--- src/hw/rtl/rfp_pkg.sv ---
package rfp_pkg;

  localparam int BYTE_W   = 8;
  localparam int DIGIT_W  = 4;
  localparam int COLOUR_W = 10;
  localparam int HDR_W    = 17;
  localparam int SUM_W    = 12;
  localparam int STATUS_W = 2;
  localparam int GROUPS   = 3;

  localparam int HEADER_LIMIT = 4;
  localparam int DATA_LIMIT   = 9;
  localparam int DATA_DIGITS  = 9;
  localparam int SUM_BOUND    = 1000;
  localparam int GROUP_DIGITS = 3;

  localparam int QUEUE_DEPTH = 2;
  localparam int QPTR_W      = $clog2(QUEUE_DEPTH);
  localparam int QCNT_W      = $clog2(QUEUE_DEPTH + 1);

  localparam logic [BYTE_W-1:0] CH_ZERO     = 8'h30;
  localparam logic [BYTE_W-1:0] CH_NINE     = 8'h39;
  localparam logic [BYTE_W-1:0] CH_HDR_OPEN = 8'h7B;
  localparam logic [BYTE_W-1:0] CH_HDR_END  = 8'h7D;
  localparam logic [BYTE_W-1:0] CH_DAT_OPEN = 8'h3C;
  localparam logic [BYTE_W-1:0] CH_DAT_END  = 8'h3E;
  localparam logic [BYTE_W-1:0] CH_CFG_OPEN = 8'h5B;
  localparam logic [BYTE_W-1:0] CH_CFG_END  = 8'h5D;

  typedef struct packed {
    logic               is_digit;
    logic [DIGIT_W-1:0] digit;
    logic               hdr_open;
    logic               hdr_end;
    logic               dat_open;
    logic               dat_end;
    logic               cfg_open;
    logic               cfg_end;
  } byte_class_t;

  typedef enum logic [5:0] {
    PH_HUNT_HDR = 6'b000001,
    PH_IN_HDR   = 6'b000010,
    PH_HUNT_DAT = 6'b000100,
    PH_IN_DAT   = 6'b001000,
    PH_HUNT_CFG = 6'b010000,
    PH_IN_CFG   = 6'b100000
  } phase_t;

  typedef enum logic [STATUS_W-1:0] {
    ST_OK    = 2'd0,
    ST_SUM   = 2'd1,
    ST_COUNT = 2'd2
  } status_t;

endpackage

--- src/hw/rtl/rfp_front.sv ---
module rfp_front (
  input  logic                       in_valid,
  output logic                       in_ready,
  input  logic [7:0]                 in_rx_byte,
  output logic                       push_valid,
  input  logic                       push_ready,
  output rfp_pkg::byte_class_t       push_data
);
  import rfp_pkg::*;

  assign push_valid = in_valid;
  assign in_ready   = push_ready;

  always_comb begin
    push_data          = '0;
    push_data.is_digit = (in_rx_byte >= CH_ZERO) && (in_rx_byte <= CH_NINE);
    push_data.digit    = in_rx_byte[DIGIT_W-1:0];
    push_data.hdr_open = (in_rx_byte == CH_HDR_OPEN);
    push_data.hdr_end  = (in_rx_byte == CH_HDR_END);
    push_data.dat_open = (in_rx_byte == CH_DAT_OPEN);
    push_data.dat_end  = (in_rx_byte == CH_DAT_END);
    push_data.cfg_open = (in_rx_byte == CH_CFG_OPEN);
    push_data.cfg_end  = (in_rx_byte == CH_CFG_END);
  end

endmodule

--- src/hw/rtl/rfp_queue.sv ---
module rfp_queue (
  input  logic                 clk,
  input  logic                 rst_n,
  input  logic                 push_valid,
  output logic                 push_ready,
  input  rfp_pkg::byte_class_t push_data,
  output logic                 pop_valid,
  input  logic                 pop_ready,
  output rfp_pkg::byte_class_t pop_data
);
  import rfp_pkg::*;

  byte_class_t       mem_r [QUEUE_DEPTH];
  logic [QPTR_W-1:0] wr_ptr_r, wr_ptr_nxt;
  logic [QPTR_W-1:0] rd_ptr_r, rd_ptr_nxt;
  logic [QCNT_W-1:0] cnt_r, cnt_nxt;
  logic              do_push, do_pop;

  assign push_ready = (cnt_r != QCNT_W'(QUEUE_DEPTH));
  assign pop_valid  = (cnt_r != '0);
  assign pop_data   = mem_r[rd_ptr_r];
  assign do_push    = push_valid && push_ready;
  assign do_pop     = pop_valid && pop_ready;

  always_comb begin
    wr_ptr_nxt = wr_ptr_r;
    rd_ptr_nxt = rd_ptr_r;
    cnt_nxt    = cnt_r;
    if (do_push) begin
      wr_ptr_nxt = (wr_ptr_r == QPTR_W'(QUEUE_DEPTH - 1)) ? '0 : wr_ptr_r + 1'b1;
    end
    if (do_pop) begin
      rd_ptr_nxt = (rd_ptr_r == QPTR_W'(QUEUE_DEPTH - 1)) ? '0 : rd_ptr_r + 1'b1;
    end
    if (do_push && !do_pop) begin
      cnt_nxt = cnt_r + 1'b1;
    end else if (do_pop && !do_push) begin
      cnt_nxt = cnt_r - 1'b1;
    end
  end

  always_ff @(posedge clk) begin
    if (!rst_n) begin
      wr_ptr_r <= '0;
      rd_ptr_r <= '0;
      cnt_r    <= '0;
    end else begin
      wr_ptr_r <= wr_ptr_nxt;
      rd_ptr_r <= rd_ptr_nxt;
      cnt_r    <= cnt_nxt;
    end
  end

  always_ff @(posedge clk) begin
    if (do_push) begin
      mem_r[wr_ptr_r] <= push_data;
    end
  end

endmodule

--- src/hw/rtl/rfp_back.sv ---
module rfp_back #(
  parameter int CONFIG_FRAME_LIMIT = 11
) (
  input  logic                 clk,
  input  logic                 rst_n,
  input  logic                 pop_valid,
  output logic                 pop_ready,
  input  rfp_pkg::byte_class_t pop_data,
  output logic                 res_valid,
  input  logic                 res_ready,
  output logic [9:0]           res_red,
  output logic [9:0]           res_green,
  output logic [9:0]           res_blue,
  output logic [1:0]           res_status
);
  import rfp_pkg::*;

  localparam int MAX_LIMIT = (CONFIG_FRAME_LIMIT > DATA_LIMIT) ? CONFIG_FRAME_LIMIT
                                                               : DATA_LIMIT;
  localparam int CNT_W     = $clog2(MAX_LIMIT + 2);

  phase_t              phase_r, phase_nxt;
  logic [CNT_W-1:0]    cnt_r, cnt_nxt;
  logic [HDR_W-1:0]    hdr_r, hdr_nxt;
  logic [COLOUR_W-1:0] grp_r [GROUPS];
  logic [COLOUR_W-1:0] grp_nxt [GROUPS];
  logic                res_valid_r, res_valid_nxt;
  logic [COLOUR_W-1:0] red_r, red_nxt;
  logic [COLOUR_W-1:0] green_r, green_nxt;
  logic [COLOUR_W-1:0] blue_r, blue_nxt;
  status_t             status_r, status_nxt;
  logic                take;
  logic [1:0]          gi;
  logic [SUM_W-1:0]    sum;
  byte_class_t         c;

  assign c         = pop_data;
  assign pop_ready = !(res_valid_r && !res_ready);
  assign take      = pop_valid && pop_ready;

  always_comb begin
    if (cnt_r < CNT_W'(GROUP_DIGITS)) begin
      gi = 2'd0;
    end else if (cnt_r < CNT_W'(2 * GROUP_DIGITS)) begin
      gi = 2'd1;
    end else begin
      gi = 2'd2;
    end
  end

  assign sum = SUM_W'(grp_r[0]) + SUM_W'(grp_r[1]) + SUM_W'(grp_r[2]);

  always_comb begin
    phase_nxt     = phase_r;
    cnt_nxt       = cnt_r;
    hdr_nxt       = hdr_r;
    grp_nxt       = grp_r;
    res_valid_nxt = res_valid_r && !res_ready;
    red_nxt       = red_r;
    green_nxt     = green_r;
    blue_nxt      = blue_r;
    status_nxt    = status_r;
    if (take) begin
      unique case (phase_r)
        PH_HUNT_HDR: begin
          if (c.hdr_open) begin
            phase_nxt = PH_IN_HDR;
            cnt_nxt   = '0;
            hdr_nxt   = '0;
          end
        end
        PH_HUNT_DAT: begin
          if (c.dat_open) begin
            phase_nxt = PH_IN_DAT;
            cnt_nxt   = '0;
            grp_nxt   = '{default: '0};
          end
        end
        PH_HUNT_CFG: begin
          if (c.cfg_open) begin
            phase_nxt = PH_IN_CFG;
            cnt_nxt   = '0;
          end
        end
        PH_IN_HDR: begin
          if (c.hdr_end || (cnt_r > CNT_W'(HEADER_LIMIT))) begin
            phase_nxt = (hdr_r < HDR_W'(SUM_BOUND)) ? PH_HUNT_DAT : PH_HUNT_CFG;
            cnt_nxt   = '0;
          end else if (c.is_digit) begin
            hdr_nxt = hdr_r * HDR_W'(10) + HDR_W'(c.digit);
            cnt_nxt = cnt_r + 1'b1;
          end
        end
        PH_IN_CFG: begin
          if (c.cfg_end || (cnt_r > CNT_W'(CONFIG_FRAME_LIMIT))) begin
            phase_nxt = PH_HUNT_HDR;
            cnt_nxt   = '0;
          end else if (c.is_digit) begin
            cnt_nxt = cnt_r + 1'b1;
          end
        end
        PH_IN_DAT: begin
          if (c.dat_end || (cnt_r > CNT_W'(DATA_LIMIT))) begin
            res_valid_nxt = 1'b1;
            red_nxt       = '0;
            green_nxt     = '0;
            blue_nxt      = '0;
            if (cnt_r != CNT_W'(DATA_DIGITS)) begin
              status_nxt = ST_COUNT;
            end else if (HDR_W'(sum) != hdr_r) begin
              status_nxt = ST_SUM;
            end else begin
              status_nxt = ST_OK;
              red_nxt    = grp_r[0];
              green_nxt  = grp_r[1];
              blue_nxt   = grp_r[2];
            end
            phase_nxt = PH_HUNT_HDR;
            cnt_nxt   = '0;
          end else if (c.is_digit) begin
            if (cnt_r < CNT_W'(DATA_DIGITS)) begin
              grp_nxt[gi] = grp_r[gi] * COLOUR_W'(10) + COLOUR_W'(c.digit);
            end
            cnt_nxt = cnt_r + 1'b1;
          end
        end
        default: begin
          phase_nxt = PH_HUNT_HDR;
          cnt_nxt   = '0;
          hdr_nxt   = '0;
          grp_nxt   = '{default: '0};
        end
      endcase
    end
  end

  always_ff @(posedge clk) begin
    if (!rst_n) begin
      phase_r     <= PH_HUNT_HDR;
      cnt_r       <= '0;
      hdr_r       <= '0;
      grp_r       <= '{default: '0};
      res_valid_r <= 1'b0;
    end else begin
      phase_r     <= phase_nxt;
      cnt_r       <= cnt_nxt;
      hdr_r       <= hdr_nxt;
      grp_r       <= grp_nxt;
      res_valid_r <= res_valid_nxt;
    end
  end

  always_ff @(posedge clk) begin
    red_r    <= red_nxt;
    green_r  <= green_nxt;
    blue_r   <= blue_nxt;
    status_r <= status_nxt;
  end

  assign res_valid  = res_valid_r;
  assign res_red    = red_r;
  assign res_green  = green_r;
  assign res_blue   = blue_r;
  assign res_status = status_r;

endmodule

--- src/hw/rtl/rgb_frame_parser_unit.sv ---
// channel   ports                                          direction
// in        in_valid, in_ready, in_rx_byte[7:0]            byte in
// out       out_valid, out_ready, out_red/green/blue[9:0],  result out
//           out_status[1:0]
//
// one byte per cycle while no result waits; the byte that closes a data frame
// passes the two-entry queue, and its result is held in the output register
// reset is synchronous, no clearing pass
// a waiting result stalls the parser stage, the queue then fills, holding up to
// two bytes, before in_ready drops
module rgb_frame_parser_unit #(
  parameter int CONFIG_FRAME_LIMIT = 11
) (
  input  logic       clk,
  input  logic       rst_n,
  input  logic       in_valid,
  output logic       in_ready,
  input  logic [7:0] in_rx_byte,
  output logic       out_valid,
  input  logic       out_ready,
  output logic [9:0] out_red,
  output logic [9:0] out_green,
  output logic [9:0] out_blue,
  output logic [1:0] out_status
);
  import rfp_pkg::*;

  byte_class_t push_data, pop_data;
  logic        push_valid, push_ready;
  logic        pop_valid, pop_ready;

  rfp_front u_front (
    .in_valid   (in_valid),
    .in_ready   (in_ready),
    .in_rx_byte (in_rx_byte),
    .push_valid (push_valid),
    .push_ready (push_ready),
    .push_data  (push_data)
  );

  rfp_queue u_queue (
    .clk        (clk),
    .rst_n      (rst_n),
    .push_valid (push_valid),
    .push_ready (push_ready),
    .push_data  (push_data),
    .pop_valid  (pop_valid),
    .pop_ready  (pop_ready),
    .pop_data   (pop_data)
  );

  rfp_back #(
    .CONFIG_FRAME_LIMIT (CONFIG_FRAME_LIMIT)
  ) u_back (
    .clk        (clk),
    .rst_n      (rst_n),
    .pop_valid  (pop_valid),
    .pop_ready  (pop_ready),
    .pop_data   (pop_data),
    .res_valid  (out_valid),
    .res_ready  (out_ready),
    .res_red    (out_red),
    .res_green  (out_green),
    .res_blue   (out_blue),
    .res_status (out_status)
  );

  a_reject_zero: assert property (@(posedge clk) disable iff (!rst_n)
    (out_valid && (out_status != ST_OK)) |->
      ((out_red == '0) && (out_green == '0) && (out_blue == '0)))
    else $error("rejected item carries colour");

  a_ok_sum_bound: assert property (@(posedge clk) disable iff (!rst_n)
    (out_valid && (out_status == ST_OK)) |->
      ((SUM_W'(out_red) + SUM_W'(out_green) + SUM_W'(out_blue)) < SUM_W'(SUM_BOUND)))
    else $error("accepted colour sum out of range");

  a_status_code: assert property (@(posedge clk) disable iff (!rst_n)
    out_valid |-> ((out_status == ST_OK) || (out_status == ST_SUM) ||
                   (out_status == ST_COUNT)))
    else $error("bad status code");

  a_ready_after_reset: assert property (@(posedge clk)
    !rst_n |=> in_ready)
    else $error("input not ready after reset");

endmodule

--- config.mk ---
export PLATFORM = sky130hd
export DESIGN_NAME = rgb_frame_parser_unit
export DESIGN_NICKNAME = d
export VERILOG_FILES = /design/src/hw/rtl/rfp_pkg.sv /design/src/hw/rtl/rfp_front.sv /design/src/hw/rtl/rfp_queue.sv /design/src/hw/rtl/rfp_back.sv /design/src/hw/rtl/rgb_frame_parser_unit.sv
export SDC_FILE = /design/constraint.sdc
export NUM_CORES = 1
export LEC_CHECK = 0
export ABC_AREA = 1
export BUFFER_PORTS_ARGS = -buffer_cell sky130_fd_sc_hd__buf_2
export CAP_MARGIN = 20
export CORE_ASPECT_RATIO = 0.5
export CORE_MARGIN = 2
export CORE_UTILIZATION = 40
export CTS_BUF_LIST = sky130_fd_sc_hd__clkbuf_8
export CTS_CLUSTER_SIZE = 20
export DETAILED_ROUTE_END_ITERATION = 10
export PLACE_DENSITY = 0.69
export SYNTH_ARGS = -nofsm -noshare
export SYNTH_HDL_FRONTEND = slang
export SYNTH_SLANG_ARGS = --single-unit
--- constraint.sdc ---
create_clock -name clk -period 3.5 [get_ports clk]
set_input_delay 0.35 -clock clk [delete_from_list [all_inputs] [get_ports clk]]
set_output_delay 0.35 -clock clk [all_outputs]
set_load 0.005 [all_outputs]
==> metrics.md, run 1 <==
| Metric | Value |
|---|---|
| Post-synth top area share | `0.2011` |
| FF+latch count, synth | `117` |
| Fin cells | `1399` |
| Yosys cell types | `49` |
| Worst-Margin Slew | `0.9382 ns` |
| CTS H-Tree Depth | `4` |
| Synth Cell Area | `0.008064 mm2` |
| Sequential share of the synthesized area | `0.3575` |
| Max_slew headroom | `0.3722` |
| Slowest cell on the critical path | `fa_2` |
| Crit-path leading delay family | `adder cells` |
| Antenna diodes | `0` |
| Die area | `0.02138 mm2` |
| # port buffers | `45` |
| Die width | `204.8 um` |
| R2r endpoint | `u_back.res_blue[5]$_SDFFCE_PP0P_` |
| NumNets Final | `1205` |
| First-pass GRT wire length | `between 30000 and 40000 um` |
| Detail Route Antenna Nets | `0` |
| Most used DFF post-synth | `dfxtp_1` |
| Power density cells | `451.6 mW/mm2` |
| Gpl congestion | `0.9262` |
| Worst r2r path cells | `18` |
| Initial antenna violation count | `0` |
| Setup slack after layout | `0.1782 ns` |
| R2r startpoint | `u_back.grp_r[10]$_SDFFE_PN0P_` |
| Post-route design area | `0.009183 mm2` |
| Vias per cell | `~5.0` |
| Syn_nets | `1140` |
| CP peak stage delay | `about 0.38 ns` |
| Top Ports | `46` |
| Stages on the worst setup path | `18` |
| Placed insts | `between 1000 and 1500` |
| Setup WS pre-CTS | `-0.003799 ns` |
| Post-CTS Hold Fix Bufs | `0` |
| Worst setup EP type | `register` |
| CP Data Required Time | `3.80 ns` |
| DRC | `0` |
| CTS sink cnt | `117` |
| Clock root cell | `clkbuf_8` |
| Max Clk Rate | `approximately 300 MHz` |
| Clk_lat worst skew | `roughly 0.44 ns` |
| DR WL/cell | `between 10 and 15 um` |
| Final Hold Vio Count | `0` |
| Min-delay src | `in_rx_byte[1]` |
| Clock buffer depth | `2` |
| DP Wirelength | `about 15000 um` |
| Cells after Synth | `between 1000 and 1500` |
| Critical Path Source Type | `register` |
| Endpoints failing setup | `0` |
| Initial Util | `0.4116` |
| Max-Cap Viols | `0` |
| Clock-pin slew on the worst setup and hold paths | `0.08 ns` |
| CP Launch Point | `u_back.grp_r[10]$_SDFFE_PN0P_` |
| Drt total wl | `19040 um` |
| Syn. warnings | `0` |
| Vias in the first global route | `6404` |
| First-pass DRT Iterations | `5` |
| Worst setup path category | `register to register` |
| Crit path to | `u_back.res_blue[5]$_SDFFCE_PP0P_` |
| TritonCTS Buffers | `17` |
| Placement Cell Area | `about 0.0086 mm2` |
| Fraction of the cycle the final worst path needs | `0.9491` |
| Asr flop ratio synth | `0` |
| Largest cells by area after synthesis | `edfxtp_1 20%, dfxtp_1 16%, nand2_1 13%, ha_1 10%, inv_1 7.2%` |
| Type of the tightest min-delay check | `input port to register` |
| CTS tree | `done` |
| Worst-path maximum fanout | `30` |
| Share of cells above drive strength 1 | `0.1739` |
| Worst EP arrival | `between 3 and 4 ns` |
| Fill count | `1910` |
| Row cnt | `36` |
| Final core utilization | `0.4686` |
| Layout area overhead | `13.87%` |
| Largest net degree at the start of global routing | `49` |
| Syn avg cell area | `7.644 um2` |
| DRT iter0 DRCs | `around 520` |
| Worst reg2reg setup slack | `between 0.15 and 0.2 ns` |
| Final Max Tran Viols | `0` |
| Most frequent cells in the layout | `282 x nand2_1, 155 x inv_1, 94 x a21oi_1` |
| Post-layout power | `4.147 mW` |
| Post-synth EDFFs | `54` |
| Vias | `6958` |
| Critical path buffers and inverters | `3` |
| Tot GR Track Use | `0.1805` |
| Most used cell, CP | `nand2_1` |
| CP cell instances | `ha_1 -> inv_1 -> fa_2 -> o31ai_2 -> xor2_1 -> ha_1 -> nand2_1 -> nand2_1 -> a21oi_2 -> nand2_2 -> nand2_2 -> nand3_1 -> nand2_1 -> inv_1 -> nor3_4 -> nand4_2 -> buf_12 -> nor2_2` |
| Gr ovfl total | `0` |
| Leakage power | `4.082 nW` |
| Post-synth top area cell | `edfxtp_1` |
| Core area | `between 0.015 and 0.02 mm2` |
| Clk_skew | `approximately 0.013 ns` |
| Max VDD drop | `~280 uV` |
| Clock period minus final worst setup slack | `between 3 and 4 ns` |
| DIE HEIGHT | `between 100 and 150 um` |
| Commonest non-fill, non-tap cell in the layout | `nand2_1` |
| Outcome | `finished, final reports clean` |
-- registers in the layout, summed over array words and instances, names as in the netlist, 4 cells and up, named ones only --
name / count
u_back.grp_r: 30
u_queue.mem_r: 22
u_back.hdr_r: 17
u_back.res_blue: 10
u_back.res_green: 10
u_back.res_red: 10
u_back.phase_r: 6
u_back.cnt_r: 4
-- final cells by class --
class / instances / area (um2) / share of cell area
clock inverter: 15 / 203.9 / 0.02221
sequential: 117 / 2885 / 0.3142
multi-input combinational: 760 / 4562 / 0.4968
timing repair buffer: 60 / 349.1 / 0.03802
clock buffer: 17 / 234.0 / 0.02548
tap: 266 / 332.8 / 0.03624
inverter: 164 / 615.6 / 0.06704
-- cells by family after synthesis --
family / synth area share
XOR/XNOR: 0.03677
multiplexers: 0.001241
flip-flops: 0.3575
adder cells (fa/ha/maj): 0.1189
AND/OR/NAND/NOR: 0.2999
buffers and inverters: 0.08829
AO/OA/AOI/OAI: 0.09744
-- through the flow --
step | setup TNS (ns) | hold slack (ns)
global placement | 0 | 0.4338
detailed placement | -0.006138 | 0.4465
global route | -0.1628 | 0.1316
CTS | 0 | 0.1262
floorplan | 0 | 0.4258
finish | 0 | 0.1449
-- cell usage after synthesis, types with 9 or more instances --
cell type  count
nand2_1      282
inv_1        155
a21oi_1       98
ha_1          67
dfxtp_1       63
nand3_1       62
nor2_1        58
edfxtp_1      54
nor2_2        35
o21ai_0       26
nand4_1       18
xnor2_1       18
xor2_1        14
nand2_2       12
inv_2          9
-- timing repair --
action | 4_1_cts | 5_1_grt
resized for setup | 1 | 25
setup buffers | 0 | 3
pin swaps | 0 | 2
cloned | 0 | 3
endpoints found under the setup margin | 3 | 39
-- worst register-to-register path, stage by stage, from the launching register on --
cell	delay, ns
dfxtp_1	0.36
ha_1	0.20
inv_1	0.06
fa_2	0.38
o31ai_2	0.29
xor2_1	0.23
ha_1	0.31
nand2_1	0.08
nand2_1	0.08
a21oi_2	0.17
nand2_2	0.08
nand2_2	0.07
nand3_1	0.06
nand2_1	0.08
inv_1	0.07
nor3_4	0.20
nand4_2	0.12
buf_12	0.20
nor2_2	0.13
-- where the power goes --
group	switching [mW]	total (mW)	leakage, nW	internal, mW
Clock	0.598	1.38	0.211	0.779
Sequential	0.0873	1.62	1.02	1.53
Combinational	0.811	1.15	2.86	0.338
-- worst min path at each step --
stage                                               end  cells after the start
after global routing      u_queue.mem_r[0][7]$_DFFE_PP_                      1
after detailed placement                       register                      1
final                     u_queue.mem_r[1][7]$_DFFE_PP_                      1
after CTS                 u_queue.mem_r[1][7]$_DFFE_PP_                      1
after floorplan                                register                      1
after global placement    u_queue.rd_ptr_r$_SDFFE_PN0P_                      1
-- routing by layer --
layer / up-vias / global-route usage / part of all wire
li1: 3556 / - / -
met1: 3200 / 0.2434 / 0.48
met2: 176 / 0.2905 / 0.45
met3: 26 / 0.03446 / 0.052
met4: 0 / 0.05849 / 0.018
met5: - / 0 / 0
Note: power is estimated with default switching activity, not from simulation.
==> run 2: changes to the inputs <==
--- a/config.mk
+++ b/config.mk
@@ -9,7 +9,7 @@
 export BUFFER_PORTS_ARGS = -buffer_cell sky130_fd_sc_hd__buf_2
 export CAP_MARGIN = 20
 export CORE_ASPECT_RATIO = 0.5
-export CORE_MARGIN = 2
+export CORE_MARGIN = 1.5
 export CORE_UTILIZATION = 40
 export CTS_BUF_LIST = sky130_fd_sc_hd__clkbuf_8
 export CTS_CLUSTER_SIZE = 20
==> metrics.md, run 2 (synthesized netlist as in run 1, its figures left out) <==
| Metric | Value |
|---|---|
| Largest net degree at the start of global routing | `49 (unchanged)` |
| CTS H-Tree Depth | `4 (unchanged)` |
| DRC | `0 (unchanged)` |
| Vias per cell | `5.047 (was 4.974)` |
| # port buffers | `45 (unchanged)` |
| Worst setup path category | `register to register (unchanged)` |
| Clock buffer depth | `2 (unchanged)` |
| DIE HEIGHT | `103.4 um (was 104.4 um)` |
| Met2 WL | `9186 um (was 8597 um)` |
| Post-route design area | `0.009343 mm2 (was 0.009183 mm2)` |
| Gr ovfl total | `0 (unchanged)` |
| TritonCTS Buffers | `17 (unchanged)` |
| Gpl congestion | `0.9116 (was 0.9262)` |
| Worst setup EP type | `register (unchanged)` |
| Max-Cap Viols | `0 (unchanged)` |
| Total length of routed met3 wires | `1181 um (was 981 um)` |
| Leakage power | `4.110 nW (was 4.082 nW)` |
| Share of cells above drive strength 1 | `0.1986 (was 0.1739)` |
| CTS tree | `done (unchanged)` |
| Endpoints failing setup | `0 (unchanged)` |
| Final Max Tran Viols | `0 (unchanged)` |
| DRT iter0 DRCs | `520 (was 521)` |
| DR WL/cell | `14.19 um (was 13.61 um)` |
| Max reg flops | `30 (unchanged)` |
| Post-layout power | `4.046 mW (was 4.147 mW)` |
| Final Hold Vio Count | `0 (unchanged)` |
| Max_slew headroom | `0.3305 (was 0.3722)` |
| M1 wire length | `9166 um (was 9116 um)` |
| Slowest cell on the critical path | `dfxtp_2 (was fa_2)` |
| Initial antenna violation count | `1 (was 0)` |
| Clock-pin slew on the worst setup and hold paths | `0.07 ns (was 0.08 ns)` |
| Largest Register | `u_back.grp_r (unchanged)` |
| Antenna diodes | `0 (unchanged)` |
| Row cnt | `36 (unchanged)` |
| Detail Route Antenna Nets | `0 (unchanged)` |
| Clk_skew | `0.01440 ns (was 0.01332 ns)` |
| DP Wirelength | `14780 um (was 14580 um)` |
| Type of the tightest min-delay check | `input port to register (unchanged)` |
| Biggest regs | `u_back.grp_r x30, u_queue.mem_r x22, u_back.hdr_r x17 (unchanged)` |
| CP cell instances | `ha_4 -> a21oi_2 -> o21bai_2 -> a21oi_1 -> nor2_1 -> nor2_1 -> xor2_1 -> inv_1 -> ha_4 -> nand2_1 -> nor2_2 -> nand2_2 -> nand2_2 -> nand2_1 -> nand2_1 -> nand4_1 -> nor3_4 -> nand4_4 -> clkbuf_16 -> nor2_2 (was ha_1 -> inv_1 -> fa_2 -> o31ai_2 -> xor2_1 -> ha_1 -> nand2_1 -> nand2_1 -> a21oi_2 -> nand2_2 -> nand2_2 -> nand3_1 -> nand2_1 -> inv_1 -> nor3_4 -> nand4_2 -> buf_12 -> nor2_2)` |
| Most used cell, CP | `nand2_1 (unchanged)` |
| CTS sink cnt | `117 (unchanged)` |
| Clock period minus final worst setup slack | `3.407 ns (was 3.322 ns)` |
| Outcome | `finished, final reports clean (unchanged)` |
| Post-Route Setup TNS | `0 ns (unchanged)` |
| Worst EP arrival | `3.72 ns (was 3.62 ns)` |
| Setup WS pre-CTS | `-0.01632 ns (was -0.003799 ns)` |
| Initial Util | `0.4116 (unchanged)` |
| Max Clk Rate | `293.5 MHz (was 301.0 MHz)` |
| Clk_lat worst skew | `0.45 ns (was 0.44 ns)` |
| Power density cells | `433.0 mW/mm2 (was 451.6 mW/mm2)` |
| Max VDD drop | `268.5 uV (was 277.5 uV)` |
| First-pass GRT wire length | `30870 um (was 30890 um)` |
| Layout area overhead | `15.86% (was 13.87%)` |
| Top Ports | `46 (unchanged)` |
| Tot GR Track Use | `0.1870 (was 0.1805)` |
| Setup slack after layout | `0.09339 ns (was 0.1782 ns)` |
| Most frequent cells in the layout | `281 x nand2_1, 151 x inv_1, 89 x a21oi_1 (was 282 x nand2_1, 155 x inv_1, 94 x a21oi_1)` |
| Worst-path maximum fanout | `8 (was 30)` |
| Worst-Margin Slew | `1.001 ns (was 0.9382 ns)` |
| Vias | `7111 (was 6958)` |
| CP peak stage delay | `0.40 ns (was 0.38 ns)` |
| Commonest non-fill, non-tap cell in the layout | `nand2_1 (unchanged)` |
| Post-CTS Hold Fix Bufs | `0 (unchanged)` |
| First-pass DRT Iterations | `6 (was 5)` |
| NumNets Final | `1215 (was 1205)` |
| Core area | `0.01959 mm2 (unchanged)` |
| Fraction of the cycle the final worst path needs | `0.9733 (was 0.9491)` |
| Max Used Layer | `met4 (unchanged)` |
| Die width | `203.8 um (was 204.8 um)` |
| Die area | `0.02107 mm2 (was 0.02138 mm2)` |
| CP Data Required Time | `3.81 ns (was 3.80 ns)` |
| Drt total wl | `19990 um (was 19040 um)` |
| Placement Cell Area | `0.008628 mm2 (was 0.008621 mm2)` |
| Clock root cell | `clkbuf_8 (unchanged)` |
| Critical Path Source Type | `register (unchanged)` |
| Vias in the first global route | `6417 (was 6404)` |
run 2: cell count changes in the layout (fill, tap and decap cells not counted), sizes merged:
cell      previous run  this run
clkinv               3         4
clkbuf              17        19
inv                168       166
buf                 60        68
clkinvlp             4         7
bufinv               4         2
run 2: repair_timing:
action	in CTS	in global routing
endpoints found under the setup margin	3	37
buffers inserted	0	10
cloned	0	5
pin swaps	0	27
gates resized for setup	1	50
run 2: per-layer routing:
metal,GRT usage,vias to the layer above
met5,0,-
met4,0.07293,0
met3,0.03759,34
met2,0.3179,197
met1,0.2376,3292
li1,-,3588
run 2: path summary, 6_finish.rpt:
| path | from | to | slack [ns] | depth (start not counted) |
|---|---|---|---|---|
| max | u_back.grp_r[11]$_SDFFE_PN0P_ | u_back.res_green[1]$_SDFFCE_PP0P_ | 0.09 | 20 |
| min | in_rx_byte[1] | u_queue.mem_r[0][7]$_DFFE_PP_ | 0.14 | 1 |
| max reg2reg | u_back.grp_r[11]$_SDFFE_PN0P_ | u_back.res_green[1]$_SDFFCE_PP0P_ | 0.09 | 20 |
| min reg2reg | u_queue.rd_ptr_r$_SDFFE_PN0P_ | register | 0.45 | 1 |
run 2: metrics by stage:
step | hold WS (ns) | util | std cells
floorplan | 0.4258 | - | 1055
global placement | 0.4325 | 0.4404 | 1362
detailed placement | 0.4384 | 0.4404 | 1362
CTS | 0.1132 | 0.4603 | 1394
global route | 0.1265 | 0.4768 | 1409
finish | 0.1386 | 0.4768 | 1409
run 2: final cells by class:
class	instances	area [um2]
inverters	164	618.1
well taps	266	332.8
repair buffers	70	465.4
fillers	1889	10250
clock buffers	17	234.0
multi-input cells	760	4646
clock inverters	15	156.4
flip-flops and latches	117	2890
run 2: critical path: cells and delay by family, from the launching register on:
kind / cells / cell delay [ns]
buffers and inverters: 2 / 0.34
adders and majority gates: 2 / 0.51
AOI/OAI and AO/OA: 3 / 0.44
and+or+nand+nor: 12 / 1.37
DFF: 1 / 0.40
xor gates and xnor gates: 1 / 0.20
run 2: power by group:
| part | switching (mW) | total (mW) | internal [mW] |
|---|---|---|---|
| logic | 0.826 | 1.18 | 0.357 |
| clock network | 0.614 | 1.25 | 0.632 |
| registers | 0.0819 | 1.62 | 1.54 |
| total | 1.52 | 4.05 | 2.52 |
==> run 3: changes to the inputs <==
--- a/config.mk
+++ b/config.mk
@@ -10,11 +10,11 @@
 export CAP_MARGIN = 20
 export CORE_ASPECT_RATIO = 0.5
 export CORE_MARGIN = 1.5
-export CORE_UTILIZATION = 40
+export CORE_UTILIZATION = 58
 export CTS_BUF_LIST = sky130_fd_sc_hd__clkbuf_8
 export CTS_CLUSTER_SIZE = 20
 export DETAILED_ROUTE_END_ITERATION = 10
-export PLACE_DENSITY = 0.69
+export PLACE_DENSITY = 0.9
 export SYNTH_ARGS = -nofsm -noshare
 export SYNTH_HDL_FRONTEND = slang
 export SYNTH_SLANG_ARGS = --single-unit
==> metrics.md, run 3 (synthesized netlist as in run 1, its figures left out) <==
| Metric | Value |
|---|---|
| Leakage power | `4.114 nW (was 4.110 nW)` |
| Max_slew headroom | `0.3291 (was 0.3305)` |
| Final Hold Vio Count | `0 (unchanged)` |
| Combinational share of power | `0.286 (was 0.292)` |
| Failing checks | `DRC, setup timing` |
| DRC | `1 (was 0)` |
| Clock period minus final worst setup slack | `3.515 ns (was 3.407 ns)` |
| Placed insts | `1288 (was 1362)` |
| Clk_lat worst skew | `0.45 ns (about the same)` |
| Slowest cell on the critical path | `dfxtp_2 (unchanged)` |
| Power density cells | `441.9 mW/mm2 (was 433.0 mW/mm2)` |
| CTS H-Tree Depth | `4 (unchanged)` |
| Outcome | `finished with violations (was finished, final reports clean)` |
| Worst-Margin Slew | `1.004 ns (was 1.001 ns)` |
| Core area | `0.01355 mm2 (was 0.01959 mm2)` |
| Fin cells | `1332 (was 1409)` |
| Final core utilization | `0.6841 (was 0.4768)` |
| Initial Util | `0.5951 (was 0.4116)` |
| CP Data Required Time | `3.80 ns (was 3.81 ns)` |
| Fraction of the cycle the final worst path needs | `1.004 (was 0.9733)` |
| CTS sink cnt | `117 (unchanged)` |
| Tot GR Track Use | `0.2692 (was 0.1870)` |
| CP peak stage delay | `0.35 ns (was 0.40 ns)` |
| DP Wirelength | `14270 um (was 14780 um)` |
| Critical Path Source Type | `register (unchanged)` |
| Clock buffer depth | `2 (unchanged)` |
| Commonest non-fill, non-tap cell in the layout | `nand2_1 (unchanged)` |
| Worst-path maximum fanout | `8 (unchanged)` |
| Most used cell, CP | `nand2_1 (unchanged)` |
| Worst setup EP type | `register (unchanged)` |
| Clk_skew | `0.01269 ns (was 0.01440 ns)` |
| Antenna diodes | `0 (unchanged)` |
| Post-CTS Hold Fix Bufs | `0 (unchanged)` |
| Biggest regs | `u_back.grp_r x30, u_queue.mem_r x22, u_back.hdr_r x17 (unchanged)` |
| DR WL/cell | `15.49 um (was 14.19 um)` |
| Post-Route Setup TNS | `-0.03938 ns (was 0 ns)` |
| Max VDD drop | `311.1 uV (was 268.5 uV)` |
| Switching power total | `1.512 mW (was 1.522 mW)` |
| Final hold slack | `0.1462 ns (was 0.1386 ns)` |
| Largest net degree at the start of global routing | `50 (was 49)` |
| DRT iter0 DRCs | `725 (was 520)` |
| Max reg flops | `30 (unchanged)` |
| Initial antenna violation count | `0 (was 1)` |
| Critical path buffers and inverters | `3 (was 2)` |
| Worst setup path category | `register to register (unchanged)` |
| First-pass GRT wire length | `31230 um (was 30870 um)` |
| Drt total wl | `20640 um (was 19990 um)` |
| # port buffers | `45 (unchanged)` |
| Final Max Tran Viols | `0 (unchanged)` |
| Endpoints failing setup | `4 (was 0)` |
| Setup WS pre-CTS | `0.07260 ns (was -0.01632 ns)` |
| TritonCTS Buffers | `17 (unchanged)` |
| Worst reg2reg setup slack | `-0.01 ns (was 0.09 ns)` |
| Type of the tightest min-delay check | `input port to register (unchanged)` |
| NumNets Final | `1212 (was 1215)` |
| Gr ovfl total | `0 (unchanged)` |
| Max-Cap Viols | `0 (unchanged)` |
| Worst EP arrival | `3.82 ns (was 3.72 ns)` |
| Most frequent cells in the layout | `282 x nand2_1, 152 x inv_1, 89 x a21oi_1 (was 281 x nand2_1, 151 x inv_1, 89 x a21oi_1)` |
| Sw Share | `0.3691 (was 0.3761)` |
| CTS tree | `done (unchanged)` |
| Die width | `169.8 um (was 203.8 um)` |
| Largest Register | `u_back.grp_r (unchanged)` |
| DIE HEIGHT | `86.38 um (was 103.4 um)` |
| Layout area overhead | `14.96% (was 15.86%)` |
| Clock power frac | `0.322 (was 0.308)` |
| Sequential group share of total power | `0.392 (was 0.400)` |
| Vias in the first global route | `6790 (was 6417)` |
| Row cnt | `30 (was 36)` |
| Top Ports | `46 (unchanged)` |
| Crit-path leading delay family | `simple AND/OR/NAND/NOR gates (unchanged)` |
| Die area | `0.01466 mm2 (was 0.02107 mm2)` |
| Share of cells above drive strength 1 | `0.1939 (was 0.1986)` |
| Vias per cell | `5.592 (was 5.047)` |
| Gpl congestion | `0.9388 (was 0.9116)` |
| Pint | `2.584 mW (was 2.524 mW)` |
| Setup slack after layout | `-0.01457 ns (was 0.09339 ns)` |
| First-pass DRT Iterations | `10 (was 6)` |
| Clock-pin slew on the worst setup and hold paths | `0.07 ns (about the same)` |
| Max Clk Rate | `284.5 MHz (was 293.5 MHz)` |
| Detail Route Antenna Nets | `0 (unchanged)` |
| Vias | `7448 (was 7111)` |
| Clock root cell | `clkbuf_8 (unchanged)` |
| CP cell instances | `ha_1 -> a21oi_2 -> o21bai_2 -> a21oi_1 -> nor2_1 -> nor2_1 -> xor2_1 -> inv_1 -> ha_4 -> nand2_1 -> inv_1 -> nand2_1 -> nand2_1 -> nand2_1 -> nand2_1 -> nand4_1 -> nor3_4 -> nand4_4 -> buf_12 -> nor2_2 (was ha_4 -> a21oi_2 -> o21bai_2 -> a21oi_1 -> nor2_1 -> nor2_1 -> xor2_1 -> inv_1 -> ha_4 -> nand2_1 -> nor2_2 -> nand2_2 -> nand2_2 -> nand2_1 -> nand2_1 -> nand4_1 -> nor3_4 -> nand4_4 -> clkbuf_16 -> nor2_2)` |
-- run 3: path summary, 6_finish.rpt --
check | startpoint | to | depth (start not counted)
worst max register to register | u_back.grp_r[11]$_SDFFE_PN0P_ | u_back.res_green[7]$_SDFFCE_PP0P_ | 20
worst min register to register | u_queue.rd_ptr_r$_SDFFE_PN0P_ | u_queue.rd_ptr_r$_SDFFE_PN0P_ | 1
worst min-delay path | in_rx_byte[1] | u_queue.mem_r[1][7]$_DFFE_PP_ | 1
worst max-delay path | u_back.grp_r[11]$_SDFFE_PN0P_ | u_back.res_green[7]$_SDFFCE_PP0P_ | 20
-- run 3: power by group through the flow --
| stage | clock network (mW) | registers, mW | logic [mW] |
|---|---|---|---|
| 4_1_cts | 1.31 | 1.60 | 1.14 |
| 5_1_grt | 1.37 | 1.62 | 1.28 |
| 3_5_place_dp | 0 | 1.63 | 1.14 |
| 6_report | 1.32 | 1.61 | 1.17 |
| 2_1_floorplan | 0 | 1.62 | 0.871 |
| 3_3_place_gp | 0 | 1.63 | 1.09 |
-- run 3: through the flow --
step	total power [mW]	instance area, um2
after floorplan	2.493	8064
final	4.097	9270
after detailed placement	2.770	8536
after CTS	4.053	8949
after global routing	4.265	9270
after global placement	2.723	8536
-- run 3: area by class of cell --
type,count,area [um2]
flip-flops and latches,117,2889
clock inverters,15,178.9
inverters,164,615.6
clock buffers,17,234.0
fillers,987,4280
well taps,192,240.2
multi-input cells,759,4658
repair buffers,68,454.2
-- run 3: timing repair --
item / CTS / global route
setup buffers: 0 / 8
setup endpoints to repair: 0 / 37
gates resized for setup: 0 / 48
-- run 3: routing by layer --
| layer | track usage | vias to the layer above | wire length (um) |
|---|---|---|---|
| li1 | - | 3576 | - |
| met1 | 0.3338 | 3404 | 8442 |
| met2 | 0.4631 | 380 | 9677 |
| met3 | 0.04749 | 88 | 1637 |
| met4 | 0.1255 | 0 | 877 |
| met5 | 0 | - | 0 |
-- run 3: worst register-to-register path, delay by kind of cell, from the launching register on --
family,cells,cell delay [ns]
DFF,1,0.35
xor gates and xnor gates,1,0.21
and+or+nand+nor,11,1.40
AOI/OAI and AO/OA,3,0.40
buffers and inverters,3,0.40
adders and majority gates,2,0.61
